<file path="src/hw/rtl/cis_pkg.sv">
// ----------------------------------------------------------------------------
// cis_pkg
// Shared types and constants for the CIGAR identity scanner.
// ----------------------------------------------------------------------------
package cis_pkg;

  // Default counter width; the top level hands it down as COUNT_WIDTH.
  localparam int CIS_COUNT_WIDTH = 32;

  // Fixed-point format of the identities: 1.0 is 2**FRACTION_BITS.
  localparam int FRACTION_BITS = 16;
  localparam int IDENT_W       = FRACTION_BITS + 1;
  localparam logic [IDENT_W-1:0] IDENT_ONE = {1'b1, {FRACTION_BITS{1'b0}}};

  localparam int CHAR_W      = 8;
  localparam int LEN_W       = 32;
  localparam int MATCH_OUT_W = 32;
  localparam int THRESH_W    = 16;
  localparam logic [THRESH_W-1:0] THRESH_RESET = 16'd10;

  // Run lengths are decimal.
  localparam int DECIMAL_BASE = 10;

  // Three identities are worked out side by side.
  localparam int NUM_IDENT = 3;
  localparam int IDX_ALL   = 0;
  localparam int IDX_SHORT = 1;
  localparam int IDX_MIN   = 2;

  // Bit-serial divide: one quotient bit per cycle.
  localparam int STEP_CNT_W = $clog2(FRACTION_BITS);

  // Job queue between the scanner and the divider; power of two.
  localparam int QUEUE_DEPTH = 2;

  // CIGAR characters
  localparam logic [CHAR_W-1:0] CH_ZERO = 8'h30;  // '0'
  localparam logic [CHAR_W-1:0] CH_NINE = 8'h39;  // '9'
  localparam logic [CHAR_W-1:0] CH_EQ   = 8'h3D;  // '='
  localparam logic [CHAR_W-1:0] CH_M    = 8'h4D;  // 'M'
  localparam logic [CHAR_W-1:0] CH_X    = 8'h58;  // 'X'
  localparam logic [CHAR_W-1:0] CH_I    = 8'h49;  // 'I'
  localparam logic [CHAR_W-1:0] CH_D    = 8'h44;  // 'D'

  typedef enum logic [2:0] {
    OP_DIGIT,
    OP_MATCH,
    OP_MISMATCH,
    OP_GAP,
    OP_SKIP
  } cis_op_t;

  typedef struct packed {
    logic [CHAR_W-1:0] char_code;
    logic              end_of_string;
    logic [LEN_W-1:0]  first_length;
    logic [LEN_W-1:0]  second_length;
  } cis_in_t;

  typedef struct packed {
    logic [IDENT_W-1:0]     identity_all;
    logic [IDENT_W-1:0]     identity_short_gaps;
    logic [IDENT_W-1:0]     identity_shorter;
    logic [MATCH_OUT_W-1:0] match_count;
  } cis_out_t;

endpackage

</file>
<file path="src/hw/rtl/cis_front.sv">
// ----------------------------------------------------------------------------
// cis_front
// Scans CIGAR bytes, keeps the run length and saturating totals, and pushes
// one job per string into the divider queue on the final byte.
// ----------------------------------------------------------------------------
module cis_front import cis_pkg::*; #(
  parameter int  COUNT_WIDTH = CIS_COUNT_WIDTH,
  localparam int JOB_W       = 3 * COUNT_WIDTH + LEN_W
) (
  input  logic                clk,
  input  logic                rst_n,
  input  logic                in_valid,
  output logic                in_stall,
  input  cis_in_t             in_data,
  input  logic                cfg_wr_en,
  input  logic [THRESH_W-1:0] cfg_wr_data,
  output logic                job_push,
  output logic [JOB_W-1:0]    job_data,
  input  logic                job_full
);

  localparam int RUN_EXT_W = COUNT_WIDTH + 4;

  logic [THRESH_W-1:0]    thresh_r;
  logic [COUNT_WIDTH-1:0] run_r, match_r, col_r, long_r;
  logic [COUNT_WIDTH-1:0] run_nxt, match_nxt, col_nxt, long_nxt;

  cis_op_t                op;
  logic                   accept;
  logic [CHAR_W-1:0]      char_off;
  logic [RUN_EXT_W-1:0]   run_dec;
  logic [COUNT_WIDTH-1:0] run_sat;
  logic                   is_long;
  logic [LEN_W-1:0]       shorter;

  function automatic logic [COUNT_WIDTH-1:0] sat_add(
    input logic [COUNT_WIDTH-1:0] a,
    input logic [COUNT_WIDTH-1:0] b
  );
    logic [COUNT_WIDTH:0] s;
    s = {1'b0, a} + {1'b0, b};
    return s[COUNT_WIDTH] ? '1 : s[COUNT_WIDTH-1:0];
  endfunction

  assign in_stall = job_full;
  assign accept   = in_valid && !in_stall;

  always_comb begin
    op = OP_SKIP;
    unique case (in_data.char_code) inside
      [CH_ZERO:CH_NINE]: op = OP_DIGIT;
      CH_M, CH_EQ:       op = OP_MATCH;
      CH_X:              op = OP_MISMATCH;
      CH_I, CH_D:        op = OP_GAP;
      default:           op = OP_SKIP;
    endcase
  end

  // run * 10 + digit, clamp on overflow
  assign char_off = in_data.char_code - CH_ZERO;
  assign run_dec  = (RUN_EXT_W'(run_r) * RUN_EXT_W'(DECIMAL_BASE))
                    + RUN_EXT_W'(char_off[3:0]);
  assign run_sat  = (run_dec[RUN_EXT_W-1:COUNT_WIDTH] != '0) ? '1
                                                             : run_dec[COUNT_WIDTH-1:0];
  assign is_long  = run_r >= COUNT_WIDTH'(thresh_r);

  assign shorter  = (in_data.first_length < in_data.second_length) ?
                    in_data.first_length : in_data.second_length;

  always_comb begin
    run_nxt   = run_r;
    match_nxt = match_r;
    col_nxt   = col_r;
    long_nxt  = long_r;
    if (accept) begin
      case (op)
        OP_DIGIT: run_nxt = run_sat;
        OP_MATCH: begin
          match_nxt = sat_add(match_r, run_r);
          col_nxt   = sat_add(col_r, run_r);
          run_nxt   = '0;
        end
        OP_MISMATCH: begin
          col_nxt = sat_add(col_r, run_r);
          run_nxt = '0;
        end
        OP_GAP: begin
          col_nxt = sat_add(col_r, run_r);
          if (is_long) begin
            long_nxt = sat_add(long_r, run_r);
          end
          run_nxt = '0;
        end
        default: run_nxt = '0;
      endcase
    end
  end

  assign job_push = accept && in_data.end_of_string;
  assign job_data = {match_nxt, col_nxt, long_nxt, shorter};

  always_ff @(posedge clk) begin
    if (!rst_n) begin
      thresh_r <= THRESH_RESET;
      run_r    <= '0;
      match_r  <= '0;
      col_r    <= '0;
      long_r   <= '0;
    end else begin
      if (cfg_wr_en) begin
        thresh_r <= cfg_wr_data;
      end
      // drop trailing digits and start the next string clean
      if (job_push) begin
        run_r   <= '0;
        match_r <= '0;
        col_r   <= '0;
        long_r  <= '0;
      end else begin
        run_r   <= run_nxt;
        match_r <= match_nxt;
        col_r   <= col_nxt;
        long_r  <= long_nxt;
      end
    end
  end

endmodule

</file>
<file path="src/hw/rtl/cis_queue.sv">
// ----------------------------------------------------------------------------
// cis_queue
// Small FIFO of finished-string jobs between the scanner and the divider.
// ----------------------------------------------------------------------------
module cis_queue import cis_pkg::*; #(
  parameter int WIDTH = 8,
  parameter int DEPTH = QUEUE_DEPTH
) (
  input  logic             clk,
  input  logic             rst_n,
  input  logic             push,
  input  logic [WIDTH-1:0] push_data,
  input  logic             pop,
  output logic [WIDTH-1:0] pop_data,
  output logic             full,
  output logic             empty
);

  localparam int AW = (DEPTH > 1) ? $clog2(DEPTH) : 1;

  logic [WIDTH-1:0] entry_r [DEPTH];
  logic [AW:0]      wr_ptr_r, rd_ptr_r;

  assign empty    = (wr_ptr_r == rd_ptr_r);
  assign full     = (wr_ptr_r[AW] != rd_ptr_r[AW]) &&
                    (wr_ptr_r[AW-1:0] == rd_ptr_r[AW-1:0]);
  assign pop_data = entry_r[rd_ptr_r[AW-1:0]];

  always_ff @(posedge clk) begin
    if (push) begin
      entry_r[wr_ptr_r[AW-1:0]] <= push_data;
    end
  end

  always_ff @(posedge clk) begin
    if (!rst_n) begin
      wr_ptr_r <= '0;
      rd_ptr_r <= '0;
    end else begin
      if (push) begin
        wr_ptr_r <= wr_ptr_r + 1'b1;
      end
      if (pop) begin
        rd_ptr_r <= rd_ptr_r + 1'b1;
      end
    end
  end

endmodule

</file>
<file path="src/hw/rtl/cis_back.sv">
// ----------------------------------------------------------------------------
// cis_back
// Takes one job at a time and runs three restoring fraction dividers side by
// side, one quotient bit per cycle, then parks the word in the output register.
// ----------------------------------------------------------------------------
module cis_back import cis_pkg::*; #(
  parameter int  COUNT_WIDTH = CIS_COUNT_WIDTH,
  localparam int JOB_W       = 3 * COUNT_WIDTH + LEN_W
) (
  input  logic             clk,
  input  logic             rst_n,
  input  logic             job_empty,
  output logic             job_pop,
  input  logic [JOB_W-1:0] job_data,
  output logic             out_valid,
  input  logic             out_stall,
  output cis_out_t         out_data
);

  localparam int DEN_W = (COUNT_WIDTH > LEN_W) ? COUNT_WIDTH : LEN_W;

  typedef enum logic [4:0] {
    S_IDLE  = 5'b00001,
    S_LOAD  = 5'b00010,
    S_CHECK = 5'b00100,
    S_DIV   = 5'b01000,
    S_DONE  = 5'b10000
  } state_t;

  state_t state_r, state_nxt;

  logic [COUNT_WIDTH-1:0]   match_r, col_r, long_r;
  logic [LEN_W-1:0]         short_r;
  logic [DEN_W-1:0]         den_r  [NUM_IDENT];
  logic [DEN_W-1:0]         rem_r  [NUM_IDENT];
  logic [FRACTION_BITS-1:0] quo_r  [NUM_IDENT];
  logic                     zero_r [NUM_IDENT];
  logic                     sat_r  [NUM_IDENT];
  logic [STEP_CNT_W-1:0]    cnt_r;
  logic                     out_valid_r;
  cis_out_t                 out_data_r;

  logic [DEN_W-1:0] num_ext;
  logic [DEN_W:0]   shifted [NUM_IDENT];
  logic [DEN_W:0]   diff    [NUM_IDENT];
  logic             ge      [NUM_IDENT];
  logic [DEN_W-1:0] rem_step[NUM_IDENT];
  logic             out_free;
  logic             match_big;

  function automatic logic [IDENT_W-1:0] ident_of(
    input logic                     is_zero,
    input logic                     is_sat,
    input logic [FRACTION_BITS-1:0] q
  );
    if (is_zero) begin
      return '0;
    end else if (is_sat) begin
      return IDENT_ONE;
    end
    return {1'b0, q};
  endfunction

  assign num_ext   = DEN_W'(match_r);
  assign match_big = (num_ext >> MATCH_OUT_W) != '0;
  assign out_free  = !out_valid_r || !out_stall;
  assign job_pop   = (state_r == S_IDLE) && !job_empty;

  always_comb begin
    for (int i = 0; i < NUM_IDENT; i++) begin
      shifted[i]  = {rem_r[i], 1'b0};
      diff[i]     = shifted[i] - {1'b0, den_r[i]};
      ge[i]       = shifted[i] >= {1'b0, den_r[i]};
      rem_step[i] = ge[i] ? diff[i][DEN_W-1:0] : shifted[i][DEN_W-1:0];
    end
  end

  always_comb begin
    state_nxt = state_r;
    unique case (state_r)
      S_IDLE:  if (!job_empty) state_nxt = S_LOAD;
      S_LOAD:  state_nxt = S_CHECK;
      S_CHECK: state_nxt = S_DIV;
      S_DIV:   if (cnt_r == STEP_CNT_W'(FRACTION_BITS - 1)) state_nxt = S_DONE;
      S_DONE:  if (out_free) state_nxt = S_IDLE;
      default: state_nxt = S_IDLE;
    endcase
  end

  always_ff @(posedge clk) begin
    if (!rst_n) begin
      state_r     <= S_IDLE;
      out_valid_r <= 1'b0;
    end else begin
      state_r <= state_nxt;
      if (state_r == S_DONE && out_free) begin
        out_valid_r <= 1'b1;
      end else if (!out_stall) begin
        out_valid_r <= 1'b0;
      end
    end
  end

  always_ff @(posedge clk) begin
    case (state_r)
      S_IDLE: begin
        if (job_pop) begin
          {match_r, col_r, long_r, short_r} <= job_data;
        end
      end
      S_LOAD: begin
        den_r[IDX_ALL]   <= DEN_W'(col_r);
        den_r[IDX_SHORT] <= (long_r <= col_r) ? DEN_W'(col_r - long_r) : '0;
        den_r[IDX_MIN]   <= DEN_W'(short_r);
      end
      S_CHECK: begin
        for (int i = 0; i < NUM_IDENT; i++) begin
          zero_r[i] <= (den_r[i] == '0);
          sat_r[i]  <= (num_ext >= den_r[i]);
          rem_r[i]  <= num_ext;
          quo_r[i]  <= '0;
        end
        cnt_r <= '0;
      end
      S_DIV: begin
        for (int i = 0; i < NUM_IDENT; i++) begin
          rem_r[i] <= rem_step[i];
          quo_r[i] <= {quo_r[i][FRACTION_BITS-2:0], ge[i]};
        end
        cnt_r <= cnt_r + 1'b1;
      end
      S_DONE: begin
        // hold the result until the output register frees up
        if (out_free) begin
          out_data_r.identity_all <=
            ident_of(zero_r[IDX_ALL], sat_r[IDX_ALL], quo_r[IDX_ALL]);
          out_data_r.identity_short_gaps <=
            ident_of(zero_r[IDX_SHORT], sat_r[IDX_SHORT], quo_r[IDX_SHORT]);
          out_data_r.identity_shorter <=
            ident_of(zero_r[IDX_MIN], sat_r[IDX_MIN], quo_r[IDX_MIN]);
          out_data_r.match_count <= match_big ? '1 : num_ext[MATCH_OUT_W-1:0];
        end
      end
      default: ;
    endcase
  end

  assign out_valid = out_valid_r;
  assign out_data  = out_data_r;

endmodule

</file>
<file path="src/hw/rtl/cigar_identity_scanner.sv">
// Throughput: one byte per cycle while in_stall is low; the divider works on one string
//   at a time with its one-bit-per-cycle loop; a two-deep job queue absorbs
//   short strings before the input stalls.
// Reset: synchronous, active low; clears totals, queue and output valid, threshold 10.
// ----------------------------------------------------------------------------
// cigar_identity_scanner
// Top level: byte scanner, job queue and fraction divider.
// ----------------------------------------------------------------------------
module cigar_identity_scanner import cis_pkg::*; #(
  parameter int COUNT_WIDTH = CIS_COUNT_WIDTH
) (
  input  logic                clk,
  input  logic                rst_n,
  input  logic                in_valid,
  output logic                in_stall,
  input  cis_in_t             in_data,
  output logic                out_valid,
  input  logic                out_stall,
  output cis_out_t            out_data,
  input  logic                cfg_wr_en,
  input  logic [THRESH_W-1:0] cfg_wr_data
);

  localparam int JOB_W = 3 * COUNT_WIDTH + LEN_W;

  logic             job_push, job_pop, job_full, job_empty;
  logic [JOB_W-1:0] job_in, job_out;

  cis_front #(
    .COUNT_WIDTH (COUNT_WIDTH)
  ) u_front (
    .clk         (clk),
    .rst_n       (rst_n),
    .in_valid    (in_valid),
    .in_stall    (in_stall),
    .in_data     (in_data),
    .cfg_wr_en   (cfg_wr_en),
    .cfg_wr_data (cfg_wr_data),
    .job_push    (job_push),
    .job_data    (job_in),
    .job_full    (job_full)
  );

  cis_queue #(
    .WIDTH (JOB_W),
    .DEPTH (QUEUE_DEPTH)
  ) u_queue (
    .clk       (clk),
    .rst_n     (rst_n),
    .push      (job_push),
    .push_data (job_in),
    .pop       (job_pop),
    .pop_data  (job_out),
    .full      (job_full),
    .empty     (job_empty)
  );

  cis_back #(
    .COUNT_WIDTH (COUNT_WIDTH)
  ) u_back (
    .clk       (clk),
    .rst_n     (rst_n),
    .job_empty (job_empty),
    .job_pop   (job_pop),
    .job_data  (job_out),
    .out_valid (out_valid),
    .out_stall (out_stall),
    .out_data  (out_data)
  );

endmodule

</file>
<file path="config.mk">
export PLATFORM = sky130hd
export DESIGN_NAME = cigar_identity_scanner
export DESIGN_NICKNAME = d
export VERILOG_FILES = /design/src/hw/rtl/cis_pkg.sv /design/src/hw/rtl/cis_front.sv /design/src/hw/rtl/cis_queue.sv /design/src/hw/rtl/cis_back.sv /design/src/hw/rtl/cigar_identity_scanner.sv
export SDC_FILE = /design/constraint.sdc
export NUM_CORES = 2
export LEC_CHECK = 0
export ABC_AREA = 1
export BUFFER_PORTS_ARGS = -buffer_cell sky130_fd_sc_hd__buf_2
export CORE_UTILIZATION = 50
export CTS_BUF_LIST = sky130_fd_sc_hd__clkbuf_8
export CTS_CLUSTER_DIAMETER = 50
export DETAILED_ROUTE_END_ITERATION = 8
export PLACE_DENSITY = 0.68
export REMOVE_ABC_BUFFERS = 1
export SETUP_SLACK_MARGIN = 0.3
export SLEW_MARGIN = 30
export SYNTH_ARGS = -nofsm -noshare
export SYNTH_HDL_FRONTEND = slang
export SYNTH_SLANG_ARGS = --single-unit
</file>
<file path="constraint.sdc">
create_clock -name clk -period 19.3 [get_ports clk]
set_clock_uncertainty 0.05 [all_clocks]
set_input_delay 0.965 -clock clk [delete_from_list [all_inputs] [get_ports clk]]
set_output_delay 0.965 -clock clk [all_outputs]
set_load 0.005 [all_outputs]
</file>
==> run_results.csv <==
group,metric,value,unit
status,status,"finished, final reports clean",
global_route,antenna_found_initial,3,
placement,gp_congestion,0.956,
route,drt_iter0_drc,2944,
synth,synth_cell_types,58,
floorplanning,std_cell_rows,117,
floorplanning,die_w,322,microns
floorplanning,io_pins,179,
clock_network,cts_setup_buffers,0,
hold_path,min_from,"cfg_wr_data[3]",
sta,timing.fmax,220,MHz
critical_path,cp.arrival,5150,ps
placement,placed_cells,7273,
layout,final_cell_mix,"1,433 x nand2_1, 729 x inv_1, 717 x edfxtp_1",
synth,synthTopCellsByArea,"edfxtp_1 42%, ha_1 11%, nand2_1 11%",
pwr,total_power,5.69,mW
sta,setup_viol,0,
clock_network,cts_tree,"done",
clock_network,clockBufferDepth,3,
layout,mostFrequentLayoutCell,"nand2_1",
sta,period_share,0.235,
synth,synth_ff_type,"edfxtp_1",
global_route,grt_pass1_vias,39900,
synth,synth_seq_cells,871,
synth,synth_xor_area_frac,0.0376,
layout,fin_nets,6600,
floorplanning,start_util,0.504,
global_route,grt_overflow,0,
global_route,grt_max_degree,87,
layout,area_delta_synth_final,10.8,%
critical_path,r2r_cells,24,
global_route,grt_usage,0.278,
synth,synth_top_area_frac,0.420,
layout,drive_above_1_share,0.0881,
synth,syn_inst,5819,
route,routed-via-count,41000,
floorplanning,dieArea,104000,sq um
synth,synth_area_per_cell,8.80,sq um
clock_network,clock-sinks,871,
flow_run,maxCapViolations,0,
hold_path,min_to,"u_front.thresh_r[3]",
hold_path,hp-class,"in2reg",
hold_path,hold_path_depth,3,
synth,synthMuxAreaShare,0,
route,antenna_left,0,
pwr,power_leakage,25.6,nW
placement,port_buffers,178,
route,routedWlPerCell,19.1,microns
global_route,grt_pass1_wl,221000,microns
clock_network,hold_buffers,0,
critical_path,r2r-end,"u_front.run_r[25]",
floorplanning,coreArea,102000,sq um
clock_network,htree_levels,4,
critical_path,crit_type,"reg2reg",
floorplanning,die_h,322,microns
synth,synth-adder-area-share,0.109,
synth,syn_area,51200,sq um
pwr,peakVddDrop,0.0788,mV
critical_path,worstPathRequired,19910,ps
synth,yosys.area.top_type,"edfxtp_1",
clock_network,root_buffer,"clkbuf_8",
sta,rsz0062_at_grt,"false",
synth,synth-simple-area-share,0.191,
route,dr.pass1.iters,6,
synth,ys_seq_area_frac,0.480,
sta,fin_crit,4540,ps
synth,synth_compound_area_frac,0.120,
clock_network,cts_resized,0,
route,drc,0,
clock_network,clkTransAtPathRegs,60,ps
placement,dp_hpwl,110000,microns
sta,report.final.slew_viol_count,0,
route,via_per_inst,5.43,
clock_network,cts_made_buffers,155,
critical_path,reg2reg_from,"u_front.run_r[2]",
critical_path,r2r_slack,14760,ps
critical_path,path_max_fanout,32,
sta,hold_violations,0,
critical_path,cp-end-kind,"flop",
sta,fin_tns_setup,0,ps
sta,relSlewSlack,0.337,
synth,synth_top_family_by_area,"simple AND/OR/NAND/NOR gates",
route,drt-total-wl,144000,microns
synth,synth_edf_count,717,
clock_network,clkLatencyLatePin,850,ps
synth,yosysWarnings,0,
sta,tightest_slew,986,ps
layout,instances_no_fill,7554,
pwr,powerDensity,100,nW/um^2
critical_path,crit_path_start_kind,"flop",
synth,ys_async_sr_fraction,0,
==> synth_stat cells (8+ instances only) <==
master and n:
nand2_1 1435, edfxtp_1 717, inv_1 685, a21oi_1 531, nor2_1 526, ha_1 431, o21ai_0 246, nand3_1 157
dfxtp_1 154, xnor2_1 110, xor2_1 108, clkbuf_1 107, a211oi_1 72, nand4_1 62, nor3_1 54, nor4_1 40
a31oi_1 38, a21o_1 36, o211ai_1 34, o21a_1 24, or2_2 24, nand2_2 19, nand3_2 19, o21bai_1 18
a21boi_0 13, nor2_2 13, o21ai_1 13, o22ai_1 12, buf_1 11, o31ai_1 11, inv_2 10, a221oi_1 9
fa_1 9, buf_2 8
==> flip-flops by register name, indices dropped and copies added (netlist names), 2 cells and up <==
| name | cells |
|---|---|
| u_back.short_r | 32 |
| u_back.sat_r | 3 |
| u_front.col_r | 32 |
| u_queue.entry_r | 256 |
| u_back.cnt_r | 4 |
| u_back.rem_r | 96 |
| u_front.thresh_r | 16 |
| u_back.col_r | 32 |
| u_back.long_r | 32 |
| u_front.match_r | 32 |
| u_back.state_r | 5 |
| u_queue.rd_ptr_r | 2 |
| u_back.den_r | 96 |
| u_back.quo_r | 48 |
| u_front.run_r | 32 |
| u_front.long_r | 32 |
| u_back.zero_r | 3 |
| u_back.match_r | 32 |
| u_back.out_data | 83 |
| u_queue.wr_ptr_r | 2 |
==> worst max-delay path: stages, from the launching register on <==
cell	delay, ps
dfxtp_1	570
ha_1	240
ha_1	270
inv_1	80
fa_1	420
inv_1	140
nand2_1	60
nand2_1	140
nand3_1	130
nand2_2	150
nand3_1	150
nand3_1	130
nand2_1	60
nand2_1	150
nand2_1	130
inv_1	70
nand2_1	50
nor2_1	120
nand3_1	80
nand2_1	80
nand2_1	80
nor2_4	650
nand3_1	160
nand2_1	120
a21oi_1	60
==> how the worst max path moves through the flow <==
stage                      start                 endpoint  slack [ps]  cells after the start
6_report        u_front.run_r[2]        u_front.run_r[25]       14760                     24
2_1_floorplan  u_back.state_r[0]        u_back.state_r[0]        8710                      4
5_1_grt         u_front.run_r[2]        u_front.run_r[25]       14280                     24
3_3_place_gp    u_front.run_r[2]         u_front.run_r[4]       14800                     24
4_1_cts         u_front.run_r[2]        u_front.run_r[22]       14750                     24
3_5_place_dp         in_data[72]  u_queue.entry_r[0][122]       14780                     11
==> metrics by stage <==
step           utilization  instance area (sq um)  worst slack (ps)  hold WS (ps)
2_1_floorplan            -                  50700              8710           350
3_3_place_gp         0.528                  53700             14800           353
3_5_place_dp         0.528                  53700             14780           355
4_1_cts              0.557                  56700             14750           225
5_1_grt              0.558                  56800             14280           283
6_report             0.558                  56800             14760           306
==> power breakdown <==
| part | switching (mW) | internal [mW] |
|---|---|---|
| logic | 1.01 | 0.458 |
| registers | 0.174 | 2.38 |
| clock network | 0.798 | 0.862 |
| total | 1.98 | 3.70 |
==> routing by layer <==
layer / wire length (microns) / global-route usage / vias to the layer above
met5: 0 / 0 / -
met2: 69300 / 0.477 / 1100
met3: 7130 / 0.0368 / 343
li1: - / - / 20400
met4: 7890 / 0.148 / 0
met1: 59600 / 0.339 / 19200
==> logic make-up (layout without fill, tap and decap cells) <==
group	after synthesis	in the layout
flops	871	871
buf+inv	831	1196
compound gates	1082	1082
xor+xnor	219	219
other cells	0	2
fa+ha+maj	440	440
simple gates	2376	2376
==> cell type report <==
type	count	area [sq um]
diodes	2	5.00
clock buffers	166	2280
clock inverters	109	713
fillers	9219	45000
inverters	698	2630
multi-input cells	4117	23500
flip-flops and latches	871	24600
well taps	1368	1710
repair buffers	223	1300
(Power assumes the default switching activity.)
